==> src/sv/bstk_pkg.sv <==
// ============================================================================
// Bounded stack package
// Payload types, operation codes and arithmetic constants shared by the
// bounded stack, its channel interface and its testbench.
// ============================================================================
package bstk_pkg;

    // Fixed field widths of the channel payloads
    localparam int DATA_BITS  = 32;
    localparam int DEPTH_BITS = 6;

    // Operation codes carried in the mode field
    localparam logic [1:0] MODE_PUSH   = 2'd0;
    localparam logic [1:0] MODE_POP    = 2'd1;
    localparam logic [1:0] MODE_DIGITS = 2'd2;
    localparam logic [1:0] MODE_PAL    = 2'd3;

    // Value returned by a pop that finds the stack empty
    localparam logic signed [DATA_BITS-1:0] POP_EMPTY_VALUE = -32'sd1;

    // Division by ten: floor(n * DIGIT_RECIP / 2**DIGIT_SHIFT) is exact for
    // every 32-bit unsigned n.
    localparam logic [31:0] DIGIT_RECIP = 32'hCCCC_CCCD;
    localparam int          DIGIT_SHIFT = 35;
    localparam logic [3:0]  RADIX       = 4'd10;

    // One input item
    typedef struct packed {
        logic [1:0]                  mode;
        logic signed [DATA_BITS-1:0] push_value;
    } item_t;

    // One result item
    typedef struct packed {
        logic signed [DATA_BITS-1:0] pop_value;
        logic                        was_empty;
        logic                        is_palindrome;
        logic [DEPTH_BITS-1:0]       depth_now;
        logic                        now_full;
    } result_t;

endpackage

==> src/sv/bstk_if.sv <==
// ============================================================================
// Bounded stack channel
// Valid/ready channel carrying one payload per transfer. A transfer takes
// place at a rising clock edge where valid and ready are both high.
// ============================================================================
interface bstk_if
    import bstk_pkg::*;
#(
    parameter type payload_t = item_t
);

    logic     valid;
    logic     ready;
    payload_t data;

    // The producing side drives valid and data, the consuming side ready.
    modport source (output valid, output data, input ready);
    modport sink   (input valid, input data, output ready);

endinterface

==> src/sv/bounded_stack_with_palindrome_check.sv <==
// ============================================================================
// Bounded stack with palindrome check
// LIFO stack of signed words with push, pop, decimal digit push and a
// palindrome test over the stored entries.
// ============================================================================
// Each item accepted on the item channel gives exactly one transfer on the
// result channel. A push, a pop of an empty stack and a palindrome check of
// an empty stack complete in the cycle of acceptance. A pop forms its result
// in the pop read state, from the registered read data of the entry RAM. A
// digit push works through the digits in turn: a reciprocal multiply state,
// then a state that forms the remainder and writes the RAM. A palindrome check
// reads a pair from the two RAM copies per cycle, walking in from both ends,
// then makes the last compare in a final state. The result side holds up to
// two finished results, so the next item is taken while one result waits;
// item ready falls while a multi-cycle operation runs or both result slots
// are full. The entries are not cleared by reset; only the fill count is.
module bounded_stack_with_palindrome_check
    import bstk_pkg::*;
#(
    parameter int CAPACITY  = 32,
    parameter int WORD_BITS = 32
) (
    input  logic          clk,
    input  logic          rst_n,
    bstk_if.sink          item,
    bstk_if.source        result
);

    localparam int AW       = $clog2(CAPACITY);
    localparam int CW       = $clog2(CAPACITY + 1);
    localparam int EXT_BITS = (WORD_BITS > DATA_BITS) ? WORD_BITS : DATA_BITS;

    // Sequencer states
    localparam logic [2:0] ST_IDLE     = 3'd0;
    localparam logic [2:0] ST_POP_RD   = 3'd1;
    localparam logic [2:0] ST_DIG_MUL  = 3'd2;
    localparam logic [2:0] ST_DIG_PUSH = 3'd3;
    localparam logic [2:0] ST_PAL_RD   = 3'd4;
    localparam logic [2:0] ST_PAL_END  = 3'd5;

    logic [2:0]           state_reg, state_next;
    logic [CW-1:0]        cnt_reg, cnt_next;
    logic [AW-1:0]        lo_reg, lo_next;
    logic [AW-1:0]        hi_reg, hi_next;
    logic                 pal_reg, pal_next;
    logic                 cmp_pend_reg, cmp_pend_next;
    logic [31:0]          mag_reg, mag_next;
    logic                 neg_reg, neg_next;
    logic [63:0]          prod_reg, prod_next;

    logic                 acc;
    logic                 full;
    logic                 wr_en;
    logic [WORD_BITS-1:0] wr_data;
    logic [AW-1:0]        rd_addr_a;
    logic [WORD_BITS-1:0] rd_data_a;
    logic [WORD_BITS-1:0] rd_data_b;
    logic                 pair_equal;
    logic [EXT_BITS-1:0]  pop_ext;

    logic [31:0]          quot;
    logic [31:0]          quot_x10;
    logic [3:0]           rem;
    logic signed [4:0]    digit;

    logic                 res_valid;
    result_t              res;

    logic                 out_valid_reg, out_valid_next;
    logic                 skid_valid_reg, skid_valid_next;
    result_t              out_data_reg, out_data_next;
    result_t              skid_data_reg, skid_data_next;
    logic                 out_taken;

    // Handshake on the item channel
    assign item.ready = (state_reg == ST_IDLE) && !skid_valid_reg;
    assign acc        = item.valid && item.ready;
    assign full       = (cnt_reg == CW'(CAPACITY));

    // Two copies of the entries, written together, so that the palindrome
    // walk reads both ends in the same cycle.
    bstk_ram #(
        .WIDTH (WORD_BITS),
        .DEPTH (CAPACITY)
    ) u_ram_lo (
        .clk     (clk),
        .wr_en   (wr_en),
        .wr_addr (cnt_reg[AW-1:0]),
        .wr_data (wr_data),
        .rd_addr (rd_addr_a),
        .rd_data (rd_data_a)
    );

    bstk_ram #(
        .WIDTH (WORD_BITS),
        .DEPTH (CAPACITY)
    ) u_ram_hi (
        .clk     (clk),
        .wr_en   (wr_en),
        .wr_addr (cnt_reg[AW-1:0]),
        .wr_data (wr_data),
        .rd_addr (hi_reg),
        .rd_data (rd_data_b)
    );

    // Port A reads the top entry for a pop, else the low end of the walk.
    assign rd_addr_a  = (state_reg == ST_PAL_RD) ? lo_reg : AW'(cnt_reg - CW'(1));
    assign pair_equal = (rd_data_a == rd_data_b);
    assign pop_ext    = EXT_BITS'(signed'(rd_data_a));

    // Digit extraction from the registered reciprocal product
    assign quot     = 32'(prod_reg >> DIGIT_SHIFT);
    assign quot_x10 = 32'(quot * 32'(RADIX));
    assign rem      = 4'(mag_reg - quot_x10);
    assign digit    = neg_reg ? -signed'({1'b0, rem}) : signed'({1'b0, rem});

    // Sequencer: operation decode, RAM access and result formation
    always_comb
    begin
        state_next    = state_reg;
        cnt_next      = cnt_reg;
        lo_next       = lo_reg;
        hi_next       = hi_reg;
        pal_next      = pal_reg;
        cmp_pend_next = 1'b0;
        mag_next      = mag_reg;
        neg_next      = neg_reg;
        prod_next     = prod_reg;
        wr_en         = 1'b0;
        wr_data       = WORD_BITS'(item.data.push_value);
        res_valid     = 1'b0;
        res           = '0;

        case (state_reg)
            ST_IDLE:
            begin
                if (acc)
                begin
                    case (item.data.mode)
                        MODE_PUSH:
                        begin
                            if (!full)
                            begin
                                wr_en    = 1'b1;
                                cnt_next = cnt_reg + CW'(1);
                            end
                            res_valid = 1'b1;
                        end
                        MODE_POP:
                        begin
                            if (cnt_reg == '0)
                            begin
                                res_valid     = 1'b1;
                                res.pop_value = POP_EMPTY_VALUE;
                                res.was_empty = 1'b1;
                            end
                            else
                            begin
                                cnt_next   = cnt_reg - CW'(1);
                                state_next = ST_POP_RD;
                            end
                        end
                        MODE_DIGITS:
                        begin
                            neg_next   = item.data.push_value[DATA_BITS-1];
                            mag_next   = item.data.push_value[DATA_BITS-1]
                                         ? 32'(-item.data.push_value)
                                         : 32'(item.data.push_value);
                            state_next = ST_DIG_MUL;
                        end
                        default:
                        begin
                            if (cnt_reg == '0)
                            begin
                                res_valid         = 1'b1;
                                res.is_palindrome = 1'b1;
                            end
                            else
                            begin
                                lo_next    = '0;
                                hi_next    = AW'(cnt_reg - CW'(1));
                                pal_next   = 1'b1;
                                state_next = ST_PAL_RD;
                            end
                        end
                    endcase
                end
            end

            ST_POP_RD:
            begin
                res_valid     = 1'b1;
                res.pop_value = pop_ext[DATA_BITS-1:0];
                state_next    = ST_IDLE;
            end

            ST_DIG_MUL:
            begin
                prod_next  = 64'(mag_reg) * 64'(DIGIT_RECIP);
                state_next = ST_DIG_PUSH;
            end

            ST_DIG_PUSH:
            begin
                // A digit that meets a full stack is dropped.
                wr_data = WORD_BITS'(digit);
                if (!full)
                begin
                    wr_en    = 1'b1;
                    cnt_next = cnt_reg + CW'(1);
                end
                // A negative number gives only its truncated remainder.
                if (neg_reg || (quot == '0))
                begin
                    res_valid  = 1'b1;
                    state_next = ST_IDLE;
                end
                else
                begin
                    mag_next   = quot;
                    state_next = ST_DIG_MUL;
                end
            end

            ST_PAL_RD:
            begin
                // Compare the pair read in the previous cycle, issue the next.
                if (cmp_pend_reg && !pair_equal)
                begin
                    pal_next = 1'b0;
                end
                cmp_pend_next = 1'b1;
                lo_next       = lo_reg + AW'(1);
                hi_next       = hi_reg - AW'(1);
                if ((AW + 1)'(lo_reg) + (AW + 1)'(1) >= (AW + 1)'(hi_reg))
                begin
                    state_next = ST_PAL_END;
                end
            end

            ST_PAL_END:
            begin
                res_valid         = 1'b1;
                res.is_palindrome = pal_reg && pair_equal;
                state_next        = ST_IDLE;
            end

            default:
            begin
                state_next = ST_IDLE;
            end
        endcase

        res.depth_now = DEPTH_BITS'(cnt_next);
        res.now_full  = (cnt_next == CW'(CAPACITY));
    end

    // Result side: an output register backed by one skid slot
    assign out_taken = out_valid_reg && result.ready;

    always_comb
    begin
        out_valid_next  = out_valid_reg;
        skid_valid_next = skid_valid_reg;
        out_data_next   = out_data_reg;
        skid_data_next  = skid_data_reg;

        if (out_taken)
        begin
            if (skid_valid_reg)
            begin
                out_data_next   = skid_data_reg;
                skid_valid_next = res_valid;
                skid_data_next  = res;
            end
            else
            begin
                out_valid_next = res_valid;
                out_data_next  = res;
            end
        end
        else if (!out_valid_reg)
        begin
            out_valid_next = res_valid;
            out_data_next  = res;
        end
        else if (res_valid)
        begin
            skid_valid_next = 1'b1;
            skid_data_next  = res;
        end
    end

    assign result.valid = out_valid_reg;
    assign result.data  = out_data_reg;

    // Control registers
    always_ff @(posedge clk or negedge rst_n)
    begin
        if (!rst_n)
        begin
            state_reg      <= ST_IDLE;
            cnt_reg        <= '0;
            cmp_pend_reg   <= 1'b0;
            out_valid_reg  <= 1'b0;
            skid_valid_reg <= 1'b0;
        end
        else
        begin
            state_reg      <= state_next;
            cnt_reg        <= cnt_next;
            cmp_pend_reg   <= cmp_pend_next;
            out_valid_reg  <= out_valid_next;
            skid_valid_reg <= skid_valid_next;
        end
    end

    // Datapath registers
    always_ff @(posedge clk)
    begin
        lo_reg        <= lo_next;
        hi_reg        <= hi_next;
        pal_reg       <= pal_next;
        mag_reg       <= mag_next;
        neg_reg       <= neg_next;
        prod_reg      <= prod_next;
        out_data_reg  <= out_data_next;
        skid_data_reg <= skid_data_next;
    end

`ifndef NO_ASSERTIONS
    // The skid slot only fills behind a waiting output register.
    a_skid_behind_out: assert property (@(posedge clk) disable iff (!rst_n)
        skid_valid_reg |-> out_valid_reg)
        else $error("skid slot holds a result while the output register is empty");

    // The fill count never passes the capacity.
    a_cnt_bound: assert property (@(posedge clk) disable iff (!rst_n)
        cnt_reg <= CW'(CAPACITY))
        else $error("fill count exceeds capacity");

    // The palindrome walk never crosses its two ends.
    a_walk_order: assert property (@(posedge clk) disable iff (!rst_n)
        (state_reg == ST_PAL_RD) |-> (lo_reg <= hi_reg))
        else $error("palindrome walk pointers crossed");

    // A pop of a non-empty stack removes exactly one entry.
    a_pop_count: assert property (@(posedge clk) disable iff (!rst_n)
        (acc && (item.data.mode == MODE_POP) && (cnt_reg != '0))
        |=> (cnt_reg == $past(cnt_reg) - CW'(1)))
        else $error("pop did not decrement the fill count");

    // An empty pop reports an empty stack.
    a_empty_depth: assert property (@(posedge clk) disable iff (!rst_n)
        (result.valid && result.data.was_empty) |-> (result.data.depth_now == '0))
        else $error("empty pop reported a non-zero depth");
`endif

endmodule

==> src/sv/bstk_ram.sv <==
// ============================================================================
// Bounded stack RAM
// Simple dual-port synchronous RAM: one write port and one read port, with
// the read data registered. Contents are undefined until written.
// ============================================================================
module bstk_ram #(
    parameter int WIDTH = 32,
    parameter int DEPTH = 32
) (
    input  logic                     clk,
    input  logic                     wr_en,
    input  logic [$clog2(DEPTH)-1:0] wr_addr,
    input  logic [WIDTH-1:0]         wr_data,
    input  logic [$clog2(DEPTH)-1:0] rd_addr,
    output logic [WIDTH-1:0]         rd_data
);

    logic [WIDTH-1:0] mem [DEPTH];

    // Write port
    always_ff @(posedge clk)
    begin
        if (wr_en)
        begin
            mem[wr_addr] <= wr_data;
        end
    end

    // Registered read port
    always_ff @(posedge clk)
    begin
        rd_data <= mem[rd_addr];
    end

endmodule

==> src/flat_wrapper.sv <==
// flat-port wrapper written by rule: the top's interface ports become plain ports
module bounded_stack_with_palindrome_check_flat import bstk_pkg::*;
#(
    parameter int CAPACITY  = 32,
    parameter int WORD_BITS = 32
)
  (clk, rst_n, item_valid, item_data, item_ready, result_valid, result_data, result_ready);
  bstk_if #(.payload_t(item_t)) item_i ();
  bstk_if #(.payload_t(result_t)) result_i ();
  input  logic clk;
  input  logic rst_n;
  input wire logic [$bits(item_i.valid)-1:0] item_valid;
  input wire logic [$bits(item_i.data)-1:0] item_data;
  output wire logic [$bits(item_i.ready)-1:0] item_ready;
  output wire logic [$bits(result_i.valid)-1:0] result_valid;
  output wire logic [$bits(result_i.data)-1:0] result_data;
  input wire logic [$bits(result_i.ready)-1:0] result_ready;
  assign item_i.valid = item_valid;
  assign item_i.data = item_data;
  assign item_ready = item_i.ready;
  assign result_valid = result_i.valid;
  assign result_data = result_i.data;
  assign result_i.ready = result_ready;
  bounded_stack_with_palindrome_check #(.CAPACITY(CAPACITY), .WORD_BITS(WORD_BITS)) u_core (.clk(clk), .rst_n(rst_n), .item(item_i), .result(result_i));
endmodule
==> config.mk <==
export PLATFORM = sky130hd
export DESIGN_NAME = bounded_stack_with_palindrome_check_flat
export DESIGN_NICKNAME = d
export VERILOG_FILES = /design/src/sv/bstk_pkg.sv /design/src/sv/bstk_if.sv /design/src/sv/bounded_stack_with_palindrome_check.sv /design/src/sv/bstk_ram.sv /design/src/flat_wrapper.sv
export SDC_FILE = /design/constraint.sdc
export NUM_CORES = 2
export LEC_CHECK = 0
export BUFFER_PORTS_ARGS = -buffer_cell sky130_fd_sc_hd__buf_4
export CORE_MARGIN = 5
export CORE_UTILIZATION = 45
export CTS_CLUSTER_DIAMETER = 30
export DETAILED_ROUTE_END_ITERATION = 6
export PLACE_DENSITY = 0.68
export SYNTH_ARGS = -nofsm -noshare
export SYNTH_HDL_FRONTEND = slang
export SYNTH_HIERARCHICAL = 1
export SYNTH_SLANG_ARGS = --single-unit
export TNS_END_PERCENT = 50
==> constraint.sdc <==
create_clock -name clk -period 15.2 [get_ports clk]
set_clock_uncertainty 0.05 [all_clocks]
set_input_delay 0 -clock clk [delete_from_list [all_inputs] [get_ports clk]]
set_output_delay 0 -clock clk [all_outputs]
set_load 0.05 [all_outputs]
==> metrics.csv <==
metric;value;unit
cts_setup_buffers;0;
max_slew.worst_pin.slew;1.25;ns
grt_pass1_vias;62587;
synth_edf_count;2203;
outcome;completed;
final_cell_mix;edfxtp_1 (2203), mux2i_1 (1026), inv_1 (569), clkbuf_16 (413), fa_1 (387);
viasPerCell;5.62;
rr_worst_depth;23;
drive_gt1_share;13.5;%
initial_core_util;45.2;%
fin_crit_sh;53.4;%
antenna_found_initial;12;
drt_pass1_iterations;5;
seq_area_frac_synth;63.8;%
dieArea;0.246;mm2
grt_pass1_wl;423000;um
reg_top3;u_core/u_ram_hi/mem x1024, u_core/u_ram_lo/mem x1024;
cts.htree.levels;5;
syn_area;0.106;mm2
tns;0;ns
grt_max_degree;140;
gr-total-overflow;0;
cp-start-kind;flip-flop;
ys_ff_latch;2279;
ys_warn_count;6;
reg2reg_to;u_core/prod_reg[63];
cts_buffers;411;
clock_path_buffers;4;
async_flop_share;0.527;%
crit_path_end_kind;flip-flop;
area_growth;17.9;%
slew_headroom;16.4;%
ys_types;66;
totalWireLength;290000;um
clkTransAtPathRegs;0.05;ns
clk_latency;0.99;ns
die_h;496;um
reg2reg_slack;7.09;ns
die_x;496;um
synth_nets;7753;
drcViolationCount;0;
cp_data_required_time;15.80;ns
maxCapViolations;0;
rows;178;
core_area;0.235;mm2
drtIter0Drc;5776;
dpl.hpwl;177000;um
regToRegStartpoint;u_core/mag_reg[21];
io_buffers;80;
postRouteAntennaNets;0;
placed_area;0.111;mm2
num_vias;60921;
synthCells;6962;
setup_viol;0;
fin_crit;8.11;ns
critical_path_arrival;8.71;ns
cts_tree;built;
cp_max_fo;7;
syn_area_per_cell;15.3;um2
wl_per_cell;26.7;um
drv_slew;0;
cts_root_buf;clkbuf_16;
hold_path.class;input pin to asynchronous set/reset pin;
finalWeightedCongestion;0.952;
nNetsFinal;8147;
ys_dominant_reg_cell;edfxtp_1;
crit_type;flip-flop to flip-flop;
ios;81;
grt_setup_unrepaired;no;
hold_viol_final;0;
mostFrequentLayoutCell;edfxtp_1;
stdcell_area;0.125;mm2
max_freq;123;MHz
cts_sinks;2279;
grt_usage;23.4;%
==> worst max path at each step <==
stage / start / to / slack (ns) / cells past startpoint
final: u_core/mag_reg[21] / u_core/prod_reg[63] / 7.09 / 23
after global routing: u_core/mag_reg[21] / u_core/prod_reg[63] / 6.69 / 23
after CTS: u_core/mag_reg[21] / u_core/prod_reg[63] / 7.09 / 23
after detailed placement: u_core/mag_reg[21] / u_core/prod_reg[56] / 7.14 / 24
after global placement: u_core/mag_reg[21] / u_core/prod_reg[56] / 7.15 / 24
after floorplan: u_core/mag_reg[20] / u_core/prod_reg[63] / 8.23 / 23
==> cell families after synthesis <==
family	Yosys count	synth area share, %
buffers and inverters	878	3.64
adder cells (fa/ha/maj)	753	11.6
multiplexers	1059	10.0
AND/OR/NAND/NOR	935	4.05
AO/OA/AOI/OAI	904	5.63
XOR/XNOR	154	1.27
flip-flops	2279	63.8
==> stage by stage <==
stage | setup WS [ns] | hold slack (ns) | instances | utilization [%]
after detailed placement | 7.14 | -0.196 | 10024 | 47.2
after global placement | 7.15 | -0.198 | 10024 | 47.2
after floorplan | 8.23 | -0.346 | 6962 | -
after global routing | 6.69 | 0.153 | 10838 | 53.3
after CTS | 7.09 | 0.0738 | 10834 | 53.3
final | 7.09 | 0.110 | 10843 | 53.3
==> worst max-delay path, stage by stage, from the launching register on <==
cell and delay (ns):
edfxtp_1 0.51, ha_1 0.51, inv_1 0.13, fa_1 0.50, inv_1 0.05, fa_1 0.52
inv_1 0.06, fa_1 0.50, inv_1 0.06, fa_1 0.57, fa_1 0.45, fa_1 0.52
inv_1 0.06, fa_1 0.48, inv_1 0.04, ha_1 0.41, nand4_1 0.22, o31ai_1 0.35
a311oi_1 0.14, a221oi_1 0.53, a31oi_1 0.46, o31ai_1 0.43, a21oi_1 0.13, xnor2_1 0.14
==> Yosys cell counts (33+ instances only) <==
master       n  area [um2]
edfxtp_1  2203       66200
mux2i_1   1026       10300
inv_1      569        2140
fa_1       387        7750
ha_1       366        4580
nand2_1    366        1370
a21oi_1    280        1400
nand3_1    230        1150
a22oi_1    193        1450
clkbuf_1   131         492
a22o_1     128        1120
nor2_1     128         480
xor2_1     109         955
a21o_1      85         638
o21ai_0     81         405
nor3_1      79         395
a31oi_1     71         444
buf_4       67         503
dfxtp_1     64        1280
buf_2       59         295
xnor2_1     45         394
mux2_2      33         372
==> layout make-up <==
cell class | count | area, um2
antenna | 9 | 22.5
timing repair buffer | 289 | 2420
multi-input combinational | 3805 | 35300
clock inverter | 276 | 3100
fill | 18582 | 110000
tap | 3150 | 3940
inverter | 570 | 2140
sequential | 2279 | 67700
clock buffer | 465 | 10600
==> per-layer routing <==
metal / vias to the layer above / track usage [%] / wire, um
met5: - / 0 / 13
met4: 2 / 10.5 / 13900
met3: 576 / 3.64 / 17700
met2: 2403 / 40.6 / 146000
met1: 31142 / 29.2 / 112000
li1: 26798 / - / -
==> what timing repair did <==
| action | in CTS | in global routing |
|---|---|---|
| resized for setup | 0 | 0 |
| hold buffers | 69 | 0 |
| hold endpoints to repair | 1980 | 0 |
Power is left out: the tool's default activity adds up to more than one toggle a clock period on the data nets, which glitch-free logic cannot reach.
